<file path="src/rtl/core/sdfc_pkg.sv">
// ============================================================================
// sdfc_pkg: serial dimmer frame controller package
// Shared word types, protocol constants and the small per-byte functions
// used by the frame engine and the top level.
// ============================================================================
package sdfc_pkg;

    // Input word: a received byte or a restored duty value.
    typedef struct packed {
        logic       kind;
        logic [7:0] data_byte;
        logic       frame_last;
    } item_t;

    // Result word emitted at each frame end.
    typedef struct packed {
        logic [7:0] duty;
        logic       frame_ok;
        logic       store_duty;
    } result_t;

    // Item kinds.
    localparam logic KIND_DATA    = 1'b0;
    localparam logic KIND_RESTORE = 1'b1;

    // Device types and commands.
    localparam logic [7:0] DEV_STEP = 8'h31;
    localparam logic [7:0] DEV_BAND = 8'h32;
    localparam logic [7:0] CMD_DOWN = 8'h31;
    localparam logic [7:0] CMD_UP   = 8'h32;

    // Frame layout.
    localparam logic [2:0] POS_ADDR    = 3'd0;
    localparam logic [2:0] POS_DEVICE  = 3'd1;
    localparam logic [2:0] POS_COMMAND = 3'd2;
    localparam logic [2:0] POS_CHECK   = 3'd3;
    localparam logic [2:0] FRAME_LEN   = 3'd4;
    localparam logic [2:0] COUNT_MAX   = 3'd7;

    // Reflected CRC-8 feedback term for polynomial 0x31.
    localparam logic [7:0] CRC_POLY_REFL = 8'h8C;

    // Fold one byte into the CRC, least significant bit first.
    function automatic logic [7:0] crc_byte(input logic [7:0] crc, input logic [7:0] b);
        logic [7:0] c;
        c = crc ^ b;
        for (int i = 0; i < 8; i++)
        begin
            if (c[0])
                c = (c >> 1) ^ CRC_POLY_REFL;
            else
                c = c >> 1;
        end
        return c;
    endfunction

    // Band dimmer: step the duty down through fixed bands, wrapping to full.
    function automatic logic [7:0] band_step(input logic [7:0] d);
        logic [7:0] r;
        if (d < 8'd2)
            r = 8'd255;
        else if (d <= 8'd64)
            r = 8'd1;
        else if (d <= 8'd128)
            r = 8'd63;
        else if (d <= 8'd192)
            r = 8'd127;
        else
            r = 8'd191;
        return r;
    endfunction

endpackage

</file>
<file path="src/rtl/core/sdfc_engine.sv">
// ============================================================================
// sdfc_engine: frame assembly, check and duty update
// Holds the frame and duty state and, in one pass of short logic, works out
// the state after one word and the result that a frame end yields.
// ============================================================================
module sdfc_engine (
    input  logic             clk,
    input  logic             rst_n,
    input  logic             step,
    input  sdfc_pkg::item_t  item,
    input  logic [7:0]       slave_id,
    output logic             emit,
    output sdfc_pkg::result_t res
);
    import sdfc_pkg::*;

    logic [2:0] byte_count_reg, byte_count_next;
    logic [7:0] crc_acc_reg, crc_acc_next;
    logic [7:0] frame_addr_reg, frame_addr_next;
    logic [7:0] frame_device_reg, frame_device_next;
    logic [7:0] frame_command_reg, frame_command_next;
    logic [7:0] frame_check_reg, frame_check_next;
    logic [7:0] duty_level_reg, duty_level_next;
    logic [2:0] count_inc;
    logic [7:0] crc_upd;
    logic       ok;
    logic       store;

    // Next state and result for the word presented on item.
    always_comb
    begin
        byte_count_next    = byte_count_reg;
        crc_acc_next       = crc_acc_reg;
        frame_addr_next    = frame_addr_reg;
        frame_device_next  = frame_device_reg;
        frame_command_next = frame_command_reg;
        frame_check_next   = frame_check_reg;
        duty_level_next    = duty_level_reg;
        ok                 = 1'b0;
        store              = 1'b0;
        emit               = 1'b0;

        // Field capture by position within the frame.
        unique case (byte_count_reg)
            POS_ADDR:    frame_addr_next    = item.data_byte;
            POS_DEVICE:  frame_device_next  = item.data_byte;
            POS_COMMAND: frame_command_next = item.data_byte;
            POS_CHECK:   frame_check_next   = item.data_byte;
            default:     ;
        endcase

        crc_upd   = (byte_count_reg < POS_CHECK) ?
                    crc_byte(crc_acc_reg, item.data_byte) : crc_acc_reg;
        count_inc = (byte_count_reg < COUNT_MAX) ? byte_count_reg + 3'd1 : byte_count_reg;

        if (item.kind == KIND_RESTORE)
        begin
            // A restore only reloads the duty; a partial frame is kept.
            frame_addr_next    = frame_addr_reg;
            frame_device_next  = frame_device_reg;
            frame_command_next = frame_command_reg;
            frame_check_next   = frame_check_reg;
            duty_level_next    = item.data_byte;
        end
        else if (!item.frame_last)
        begin
            byte_count_next = count_inc;
            crc_acc_next    = crc_upd;
        end
        else
        begin
            // Frame end: check length, CRC and address, then apply.
            emit = 1'b1;
            ok   = (count_inc == FRAME_LEN) && (frame_check_next == crc_upd) &&
                   (frame_addr_next == slave_id);
            if (ok)
            begin
                if (frame_device_next == DEV_STEP)
                begin
                    store = 1'b1;
                    if (frame_command_next == CMD_UP && duty_level_reg != 8'd255)
                        duty_level_next = duty_level_reg + 8'd1;
                    else if (frame_command_next == CMD_DOWN && duty_level_reg != 8'd0)
                        duty_level_next = duty_level_reg - 8'd1;
                end
                else if (frame_device_next == DEV_BAND)
                begin
                    store           = 1'b1;
                    duty_level_next = band_step(duty_level_reg);
                end
            end
            byte_count_next = 3'd0;
            crc_acc_next    = 8'd0;
        end

        res.duty       = duty_level_next;
        res.frame_ok   = ok;
        res.store_duty = store;
    end

    // State registers advance once per word taken from the input register.
    always_ff @(posedge clk or negedge rst_n)
    begin
        if (!rst_n)
        begin
            byte_count_reg    <= 3'd0;
            crc_acc_reg       <= 8'd0;
            frame_addr_reg    <= 8'd0;
            frame_device_reg  <= 8'd0;
            frame_command_reg <= 8'd0;
            frame_check_reg   <= 8'd0;
            duty_level_reg    <= 8'd0;
        end
        else if (step)
        begin
            byte_count_reg    <= byte_count_next;
            crc_acc_reg       <= crc_acc_next;
            frame_addr_reg    <= frame_addr_next;
            frame_device_reg  <= frame_device_next;
            frame_command_reg <= frame_command_next;
            frame_check_reg   <= frame_check_next;
            duty_level_reg    <= duty_level_next;
        end
    end

endmodule

</file>
<file path="src/rtl/core/serial_dimmer_frame_controller_top.sv">
// ============================================================================
// serial_dimmer_frame_controller_top: serial dimmer frame controller
// Checks four-byte addressed frames with CRC-8 and updates an 8-bit duty.
// ============================================================================
// Usage:
// Words enter on item (item_valid / item_ready). A data word carries one
// received byte, with frame_last set on the last byte of a frame. A restore
// word loads the duty directly and produces no result. Each frame end gives
// one result word on res (res_valid / res_ready): duty, frame_ok and a
// store request. slave_id is written through cfg_valid / cfg_data; the user
// must write it only while the block is idle, which the block does not
// enforce. cfg_ready is always high.
// Throughput: one word per cycle, unless a frame-end word waits on a stalled
// result register. The input register and the result register bracket a
// single pass of CRC, compare and duty logic.
// Reset clears the frame state, the duty, slave_id and both valid flags.
// When the receiver stalls, the result register holds; one more word waits
// in the input register and item_ready drops only if that word would yield
// a result too. Words that end no frame keep flowing.
// ============================================================================
module serial_dimmer_frame_controller_top (
    input  logic              clk,
    input  logic              rst_n,
    input  logic              item_valid,
    output logic              item_ready,
    input  sdfc_pkg::item_t   item,
    output logic              res_valid,
    input  logic              res_ready,
    output sdfc_pkg::result_t res,
    input  logic              cfg_valid,
    output logic              cfg_ready,
    input  logic [7:0]        cfg_data
);
    import sdfc_pkg::*;

    item_t      item_reg;
    logic       item_valid_reg;
    result_t    res_reg;
    logic       res_valid_reg;
    logic [7:0] slave_id_reg;
    logic       advance;
    logic       emit;
    result_t    res_next;

    sdfc_engine u_engine (
        .clk      (clk),
        .rst_n    (rst_n),
        .step     (advance),
        .item     (item_reg),
        .slave_id (slave_id_reg),
        .emit     (emit),
        .res      (res_next)
    );

    // The held word moves on unless it needs a result slot that is still full.
    assign advance    = item_valid_reg && (!res_valid_reg || res_ready || !emit);
    assign item_ready = !item_valid_reg || advance;
    assign cfg_ready  = 1'b1;
    assign res_valid  = res_valid_reg;
    assign res        = res_reg;

    // Input register.
    always_ff @(posedge clk or negedge rst_n)
    begin
        if (!rst_n)
            item_valid_reg <= 1'b0;
        else if (item_ready)
            item_valid_reg <= item_valid;
    end

    always_ff @(posedge clk)
    begin
        if (item_valid && item_ready)
            item_reg <= item;
    end

    // Result register.
    always_ff @(posedge clk or negedge rst_n)
    begin
        if (!rst_n)
            res_valid_reg <= 1'b0;
        else if (advance && emit)
            res_valid_reg <= 1'b1;
        else if (res_ready)
            res_valid_reg <= 1'b0;
    end

    always_ff @(posedge clk)
    begin
        if (advance && emit)
            res_reg <= res_next;
    end

    // Configuration register.
    always_ff @(posedge clk or negedge rst_n)
    begin
        if (!rst_n)
            slave_id_reg <= 8'd0;
        else if (cfg_valid && cfg_ready)
            slave_id_reg <= cfg_data;
    end

endmodule

</file>
<file path="config.mk">
export PLATFORM = sky130hd
export DESIGN_NAME = serial_dimmer_frame_controller_top
export DESIGN_NICKNAME = d
export VERILOG_FILES = /design/src/rtl/core/sdfc_pkg.sv /design/src/rtl/core/sdfc_engine.sv /design/src/rtl/core/serial_dimmer_frame_controller_top.sv
export SDC_FILE = /design/constraint.sdc
export NUM_CORES = 1
export LEC_CHECK = 0
export ABC_AREA = 0
export BUFFER_PORTS_ARGS = -buffer_cell sky130_fd_sc_hd__buf_2
export CORE_ASPECT_RATIO = 0.7
export CORE_MARGIN = 10
export CORE_UTILIZATION = 47
export CTS_CLUSTER_DIAMETER = 30
export CTS_CLUSTER_SIZE = 28
export DETAILED_ROUTE_END_ITERATION = 12
export PLACE_DENSITY_LB_ADDON = 0.12
export SYNTH_ARGS = -nofsm -noshare
export SYNTH_HDL_FRONTEND = slang
export SYNTH_HIERARCHICAL = 1
export SYNTH_SLANG_ARGS = --single-unit
</file>
<file path="constraint.sdc">
create_clock -name clk -period 2.99 [get_ports clk]
set_clock_uncertainty 0.1 [all_clocks]
set_input_delay 0.4485 -clock clk [delete_from_list [all_inputs] [get_ports clk]]
set_output_delay 0.4485 -clock clk [all_outputs]
set_load 0.1 [all_outputs]
</file>
* Yosys cells after proc, flatten, opt, wreduce, memory -nomap -nowiden
Index checks and enable logic that the tools add are counted.
** Storage, ports and cells
- Flip-flop bits (word level) :: 81
- Input bits :: 23
- Output and inout bits :: 13
- Logic and storage cells :: 100
** Operators by class
- Add/sub/neg operators :: 3
- Magnitude comparators :: 6
- Eq/ne operators :: 11
- Mux-type cells :: 33
- Bitwise operators :: 12
- Reduce and logical (&&, ||, !) cells :: 19
** Operators with widths (number)
- 2-to-1 mux 8 bit :: 25
- == test 8 x 6 -> 1 bit (second input constant) :: 4
- inverter 2 -> 3 bit :: 8
- == test 8 bit :: 2
- <= comparator 8 bit (second input constant) :: 2
- adder 8 x 1 -> 8 bit (second input constant) :: 1
- <= comparator 8 x 7 -> 1 bit (second input constant) :: 1
- less-than comparator 8 x 2 -> 1 bit (second input constant) :: 1
- != test 8 bit (second input constant) :: 1
- nonzero test 8 bit :: 1
- subtractor 8 x 1 -> 8 bit (second input constant) :: 1
- XOR 8 bit :: 1
- logical AND 1 bit :: 7
- == test 3 x 2 -> 1 bit (second input constant) :: 2
- 2-to-1 mux 1 bit :: 6
- 2-to-1 mux 3 bit :: 2
- adder 3 x 1 -> 3 bit (second input constant) :: 1
- == test 3 x 1 -> 1 bit (second input constant) :: 1
- == test 3 bit (second input constant) :: 1
- zero test 1 bit :: 3
- zero test 3 bit :: 1
- logical OR 1 bit :: 3
- less-than comparator 3 x 2 -> 1 bit (second input constant) :: 1
- less-than comparator 3 bit (second input constant) :: 1
- 5 further kinds :: 7

* Depth between registers and ports, before layout
Gate-level depths: netlist (run 1).
- Word-level depth :: 24
- Mapped depth :: 13
- Mapped depth without buffers :: 10

* Hierarchy
The synthesis (run 1) kept the hierarchy.
** By module, submodules not included
- sdfc_engine :: instances 1, cells an instance 474, area an instance 4364.2 µm², sequential area each 1276.2 µm²
- serial_dimmer_frame_controller_top :: instances 1, cells an instance 49, area an instance 1042.2 µm², sequential area each 850.8 µm²

* Worst setup path before layout (run 1)
OpenSTA, ideal clock, no wires.
- Path kind :: register to register
- Start :: register res_valid_reg, in the netlist res_valid
- End :: register item_reg[0] in the netlist's numbering (enable)
- Setup time :: 0.293 ns
- Data arrival time :: 2.778 ns
- Data required time :: 2.597 ns
- Setup slack :: -0.181 ns
- Cell stages (with the launch flop) :: 3
- Buffers on the path :: 0
- Period minus slack after synthesis :: 3.171 ns
- Cell sequence :: dfrtp_1 nand4b_1 and2_1
** Between the ends
- Word-level cells in the longest chain between the ends :: 6
** Ends and longest elaborated chain
- start, declared :: RTL line serial_dimmer_frame_controller_top.sv:39 : logic res_valid_reg;
- start signal, assigned :: RTL line serial_dimmer_frame_controller_top.sv:81 : res_valid_reg <= 1'b0;
- start signal, assigned :: RTL line serial_dimmer_frame_controller_top.sv:83 : res_valid_reg <= 1'b1;
- start signal, assigned :: RTL line serial_dimmer_frame_controller_top.sv:85 : res_valid_reg <= 1'b0;
- zero test 1 bit :: RTL line serial_dimmer_frame_controller_top.sv:56 : assign advance = item_valid_reg && (!res_valid_reg || res_ready || !emit);
- logical OR 1 bit (2 in series) :: RTL line serial_dimmer_frame_controller_top.sv:56
- logical AND 1 bit :: RTL line serial_dimmer_frame_controller_top.sv:56
- logical OR 1 bit :: RTL line serial_dimmer_frame_controller_top.sv:57 : assign item_ready = !item_valid_reg || advance;
- named net item_ready :: RTL line serial_dimmer_frame_controller_top.sv:25 : output logic item_ready,
- logical AND 1 bit :: RTL line serial_dimmer_frame_controller_top.sv:73 : if (item_valid && item_ready)
- end signal, assigned :: RTL line serial_dimmer_frame_controller_top.sv:74 : item_reg <= item;
- end, declared :: RTL line serial_dimmer_frame_controller_top.sv:36 : item_t item_reg;
The timed path passes the listed nets, and every way through them passes these cells.
A chain may end at the register's enable or synchronous reset.

==> run_results.csv, run 1 <==
group,metric,value,unit
worst_setup_path,end_kind,"flip-flop",
final_layout,final_net_count,667,
run_status,outcome,"finished, violations left",
clock_network,cts.path.max_buffers,2,
global_routing,antenna_found_initial,0,
synthesis,synth.distinct_cells,77,
final_layout,fin_cells,794,
timing,layout_setup_ws,-0.0862,ns
worst_setup_path,reg2regPathDepth,12,
worst_setup_path,startpoint,"u_engine/byte_count_reg[1]",
global_routing,grt_max_degree,25,
job,max_cap_viol_count,0,
floorplan,start_util,48.6,%
timing,period_needed,3.08,ns
placed_design,globalplace.congestion,0.994,
synthesis,syn_area,5410,um2
clock_network,cts_hold_buf,0,
worst_setup_path,reg2reg_from,"u_engine/byte_count_reg[1]",
worst_hold_path,min_path_type,"primary input to asynchronous set/reset pin",
placed_design,dp.cells,766,
placed_design,port_buffers,34,
synthesis,yosysTopAreaCellShare,28.2,%
synthesis,seq_area_frac_synth,39.3,%
worst_setup_path,regToRegSetupSlack,-0.09,ns
timing,worstMarginPinSlew,0.689,ns
run_status,violations,"negative setup slack",
placed_design,hpwl,12000,um
synthesis,synth_edf_count,20,
worst_setup_path,worst_ep_arrival_time,3.07,ns
final_layout,layout-drive-gt1-share,40.9,%
final_layout,design_area,7020,um2
pwr,power_density,1010,nW/um2
timing,fmax,0.325,GHz
global_routing,track_usage,20.1,%
timing,grt_setup_unrepaired,"yes",
timing,finalMaxSlewViolations,0,
synthesis,synth_top_family_by_area,"simple AND/OR/NAND/NOR gates",
worst_setup_path,worstSetupEndpoint,"res[3]",
global_routing,grt_pass1_wl,25500,um
routing,vias_per_cell,5.90,
pwr,p_leak,2.96,nW
worst_setup_path,path_max_fanout,7,
synthesis,synth_seq_cells,81,
synthesis,postSynthCellCount,523,
timing,max_slew_margin,53.9,%
timing,fin_crit_sh,103,%
floorplan,io_pins,36,
synthesis,synthSimpleGateAreaFrac,18.5,%
final_layout,diodes,0,
clock_network,clkLatencyLatePin,0.34,ns
synthesis,synth.most_common_cell,"dfrtp_1",
synthesis,synth_area_leader_cell,"dfrtp_1",
synthesis,muxShareOfSynthArea,14.1,%
worst_setup_path,crit_type,"flip-flop to flip-flop",
synthesis,synthFlopType,"dfrtp_1",
routing,post_drt_wl_per_cell,20.8,um
floorplan,die_h,110,um
routing,vias,4687,
worst_setup_path,worstPathRequired,2.98,ns
floorplan,dieWidth,148,um
routing,drc,0,
global_routing,grt_pass1_vias,4641,
global_routing,grt_overflow_total,0,
synthesis,yosys.area_share.xor_xnor,8.96,%
worst_setup_path,crit_path_start_kind,"flip-flop",
clock_network,h-tree-depth,3,
clock_network,cts_buffers,9,
clock_network,cts_tree,"done",
synthesis,synth_compound_area_share,13.5,%
synthesis,yosysWarnings,6,
synthesis,syn-num-nets,554,
placed_design,place_area,6290,um2
worst_setup_path,reg2reg_to,"res[3]",
floorplan,die_area,16300,um2
synthesis,ys_async_sr_fraction,75.3,%
routing,ant_nets,0,
timing,finalHoldViolations,0,
routing,drtPass1Iterations,5,
pwr,ir_drop,0.000466,V
floorplan,rows,32,
synthesis,synth_common_cells,"dfrtp_1, nand2_1, nor2_1",
clock_network,clk_pin_slew,0.07,ns
synthesis,synth_area_per_cell,10.3,um2
synthesis,synth.area.top_cells,"dfrtp_1, edfxtp_1, mux2_2",
clock_network,cts_sinks,81,
synthesis,synthAdderAreaFrac,1.85,%
routing,dr.first_iter.drc_count,456,
clock_network,cts_root_buf,"clkbuf_16",
timing,setup_viol,10,
floorplan,core_area,11100,um2
routing,wirelength,16500,um
final_layout,area_growth,29.9,%
## critical path, stage by stage, from the launching register on
cell	delay, ns
dfrtp_1	0.44
ha_2	0.23
ha_4	0.22
nor4bb_4	0.30
buf_4	0.17
nand2_1	0.06
mux2i_1	0.13
and4_1	0.22
o2111ai_2	0.16
nor4_4	0.18
buf_6	0.18
a311oi_4	0.09
a311o_1	0.34
## cell type report
type,instances,area [um2]
Clock inverter,7,57.6
Tap cell,153,191
Fill cell,924,4110
Sequential cell,81,2130
Clock buffer,9,225
Inverter,11,41.3
Multi-Input combinational cell,399,3430
Timing Repair Buffer,134,950
## logic make-up (layout without fill, tap and decap cells)
kind of cell | after synthesis | in the layout
and+or+nand+nor | 180 | 180
AOI/OAI and AO/OA | 102 | 102
DFF | 81 | 81
muxes | 67 | 67
buffers and inverters | 43 | 161
xor gates and xnor gates | 41 | 41
adders and majority gates | 8 | 8
other | 1 | 1
## timing repair
item | 4_1_cts | 5_1_grt
buffers inserted | 6 | 5
gates cloned | 1 | 0
setup endpoints to repair | 18 | 18
pin swaps | 19 | 25
resized for setup | 25 | 44
## power breakdown
part | internal [mW] | total, mW | switching (mW)
logic | 2.23 | 4.26 | 2.02
registers | 1.45 | 1.74 | 0.287
clock network | 0.580 | 1.09 | 0.506
total | 4.27 | 7.08 | 2.82
## routing by layer
metal | wire [um] | GRT usage [%]
met1 | 7710 | 27.6
met3 | 1220 | 5.46
met2 | 7380 | 30.4
met4 | 220 | 6.14
met5 | 0 | 0
## worst min-delay path by stage
stage,start,endpoint,slack [ns]
2_1_floorplan,rst_n,item_valid_reg,0.05
3_3_place_gp,u_engine/frame_command_reg[4],u_engine/frame_command_reg[4],0.38
3_5_place_dp,rst_n,u_engine/crc_acc_reg[1],0.39
4_1_cts,rst_n,u_engine/crc_acc_reg[1],0.02
5_1_grt,rst_n,u_engine/frame_addr_reg[5],0.05
6_report,rst_n,u_engine/crc_acc_reg[1],0.009
## per-stage QoR
step / utilization (%) / worst slack [ns] / hold WS, ns / TNS [ns] / power [mW]
after global placement: 56.5 / -0.214 / 0.383 / -1.65 / 5.26
after global routing: 63.1 / -0.170 / 0.0502 / -1.81 / 7.49
after detailed placement: 56.5 / -0.236 / 0.387 / -2.43 / 5.34
after CTS: 60.6 / -0.0406 / 0.0245 / -0.198 / 6.59
final: 63.1 / -0.0862 / 0.00936 / -0.507 / 7.08
after floorplan: - / 0.0269 / 0.0529 / 0 / 3.94
## layout by cell type, fill, tap and decap left out, types with 10 or more instances in the layout
master | Yosys | routed
and2_1 | 14 | 12
mux2i_1 | 25 | 23
nand4_1 | 10 | 10
edfxtp_1 | 20 | 20
dfrtp_1 | 61 | 60
buf_2 | 7 | 35
nand2_1 | 40 | 40
xnor2_1 | 22 | 18
buf_4 | 4 | 93
a21oi_1 | 13 | 10
nand3_1 | 10 | 10
o22ai_1 | 11 | 10
nor2_1 | 36 | 36
o21ai_0 | 17 | 17
nor3_1 | 13 | 11
mux2_2 | 33 | 33
No activity file was read; power rests on OpenSTA's default activity.
==> run 2: changes to the inputs <==
--- a/config.mk
+++ b/config.mk
@@ -8,12 +8,12 @@
 export ABC_AREA = 0
 export BUFFER_PORTS_ARGS = -buffer_cell sky130_fd_sc_hd__buf_2
 export CORE_ASPECT_RATIO = 0.7
-export CORE_MARGIN = 10
+export CORE_MARGIN = 1
 export CORE_UTILIZATION = 47
 export CTS_CLUSTER_DIAMETER = 30
 export CTS_CLUSTER_SIZE = 28
 export DETAILED_ROUTE_END_ITERATION = 12
-export PLACE_DENSITY_LB_ADDON = 0.12
+export PLACE_DENSITY = 0.74
 export SYNTH_ARGS = -nofsm -noshare
 export SYNTH_HDL_FRONTEND = slang
 export SYNTH_HIERARCHICAL = 1
==> run 2 against run 1 <==
The flow still finishes with violations (negative setup slack). Sequential power about the same. Flip-flop and latch count unchanged. Clock power about the same. Maximum frequency up 0.39%. Critical endpoint is now res[6]. Largest cell class unchanged.
==> run_results.csv, run 2 (same netlist as run 1, synthesis figures left out) <==
group,metric,value,unit
pwr,combPwrFrac,58.5,%
job,max_cap_viol_count,0,
floorplan,rows,32,
placed_design,globalplace.congestion,0.944,
pwr,power_density,983,nW/um2
placed_design,hpwl,10700,um
pwr,p_int,4.07,mW
pwr,p_leak,2.94,nW
routing,vias,4752,
routing,vias_per_cell,6.08,
placed_design,port_buffers,34,
clock_network,cts_tree,"done",
floorplan,dieWidth,130,um
worst_setup_path,startpoint,"u_engine/byte_count_reg[0]",
final_layout,layout_commonest_cell,"buf_4",
routing,post_drt_wl_per_cell,20.4,um
timing,worstMarginPinSlew,0.844,ns
pwr,pwr-share-clk,16.1,%
worst_hold_path,min_path_type,"primary input to asynchronous set/reset pin",
final_layout,diodes,0,
worst_setup_path,crit_type,"flip-flop to flip-flop",
routing,drtPass1Iterations,7,
timing,layout_setup_ws,-0.0742,ns
clock_network,h-tree-depth,3,
timing,max_slew_margin,43.7,%
floorplan,die_h,91.7,um
worst_setup_path,worstPathRequired,2.99,ns
clock_network,cts.path.max_buffers,2,
timing,finalHoldViolations,0,
pwr,switching_share,40.8,%
global_routing,grt_max_degree,62,
pwr,total_power,6.88,mW
floorplan,start_util,48.7,%
floorplan,core_area,11100,um2
clock_network,cts_hold_buf,0,
clock_network,cts_root_buf,"clkbuf_16",
worst_setup_path,end_kind,"flip-flop",
worst_setup_path,worst_ep_arrival_time,3.06,ns
pwr,seqPwrFrac,25.4,%
final_layout,layout_common_cells,"buf_4, dfrtp_1, nand2_1",
run_status,outcome,"finished, violations left",
floorplan,io_pins,36,
global_routing,grt_overflow_total,0,
floorplan,die_area,11900,um2
routing,drc,0,
clock_network,clk_pin_slew,0.06,ns
worst_setup_path,path_max_fanout,6,
final_layout,area_growth,29.4,%
global_routing,grt_pass1_vias,4497,
worst_setup_path,reg2reg_from,"u_engine/byte_count_reg[0]",
global_routing,antenna_found_initial,0,
run_status,violations,"negative setup slack",
final_layout,fin_util,63.1,%
timing,finalMaxSlewViolations,0,
global_routing,track_usage,27.2,%
pwr,ir_drop,0.000473,V
pwr,p_sw,2.81,mW
global_routing,grt_pass1_wl,24200,um
routing,ant_nets,0,
timing,setup_viol,8,
routing,wirelength,16000,um
final_layout,final_net_count,655,
timing,fmax,0.326,GHz
worst_setup_path,crit_path_start_kind,"flip-flop",
final_layout,nFillCells,848,
clock_network,cts_buffers,9,
final_layout,layout-drive-gt1-share,39.7,%
clock_network,cts_sinks,81,
routing,dr.first_iter.drc_count,437,
timing,period_needed,3.06,ns
timing,fin_crit_sh,102,%
timing,grt_setup_unrepaired,"yes",
clock_network,clkLatencyLatePin,0.35,ns
-- run 2: cell types whose count changed in the layout (fill, tap and decap cells not counted), sizes merged --
cell / change
inv: -2
clkbuf: +1
clkinv: +1
buf: -12
-- run 2: worst max-delay path, cell delays in order, from the launching register on --
cell and delay (ns):
dfrtp_1 0.45, ha_2 0.24, ha_4 0.21, nor4bb_4 0.26, buf_4 0.16, nand2b_1 0.06, mux2i_1 0.14, and4_1 0.25
o2111ai_4 0.15, nor4_4 0.19, buf_6 0.17, buf_8 0.14, nor4bb_4 0.20, nor3_1 0.09
-- run 2: final timing paths --
kind	endpoint	slack [ns]	cells past startpoint
setup / recovery	res[6]	-0.07	13
hold / removal	u_engine/crc_acc_reg[1]	0.17	2
setup reg to reg	res[6]	-0.07	13
hold reg to reg	u_engine/frame_device_reg[4]	0.41	1
max in group asynchronous	res_valid	2.02	2
min in group clk	item_reg[3]	0.17	1
-- run 2: through the flow --
step | setup TNS, ns | cell area (um2) | std cells | hold WS (ns) | worst slack, ns
2_1_floorplan | 0 | 5420 | 523 | 0.0529 | 0.0269
3_3_place_gp | -1.04 | 6160 | 749 | 0.380 | -0.124
3_5_place_dp | -2.87 | 6160 | 749 | 0.388 | -0.321
4_1_cts | -0.791 | 6740 | 775 | 0.162 | -0.129
5_1_grt | -2.31 | 7000 | 782 | 0.160 | -0.249
6_report | -0.454 | 7000 | 782 | 0.166 | -0.0742
-- run 2: repair_timing --
item                                    CTS  global route
cloned                                    1             0
gates resized for setup                  37            40
pin swaps                                22            27
setup buffers                            10            10
endpoints found under the setup margin   17            18
-- run 2: area by class of cell --
| cell class | count | area (um2) | share of cell area [%] |
|---|---|---|---|
| clock buffers | 10 | 239 | 3.42 |
| multi-input cells | 399 | 3470 | 49.6 |
| flip-flops and latches | 81 | 2130 | 30.4 |
| inverters | 11 | 41.3 | 0.590 |
| well taps | 153 | 191 | 2.74 |
| repair buffers | 122 | 873 | 12.5 |
| clock inverters | 6 | 55.1 | 0.787 |
-- run 2: power by group through the flow --
stage / Sequential, mW / Combinational, mW / Clock [mW]
6_report: 1.75 / 4.03 / 1.11
5_1_grt: 1.78 / 4.26 / 1.17
3_3_place_gp: 1.71 / 3.24 / 0
4_1_cts: 1.72 / 3.55 / 1.13
2_1_floorplan: 1.71 / 2.23 / 0
3_5_place_dp: 1.73 / 3.31 / 0
-- run 2: routing by layer --
metal	vias to the layer above	track usage, %	share of wire, %
met1	2332	38.5	43
met5	-	0	0
met2	251	42.7	46
li1	2129	-	-
met4	0	8.04	2.2
met3	40	4.43	8.6
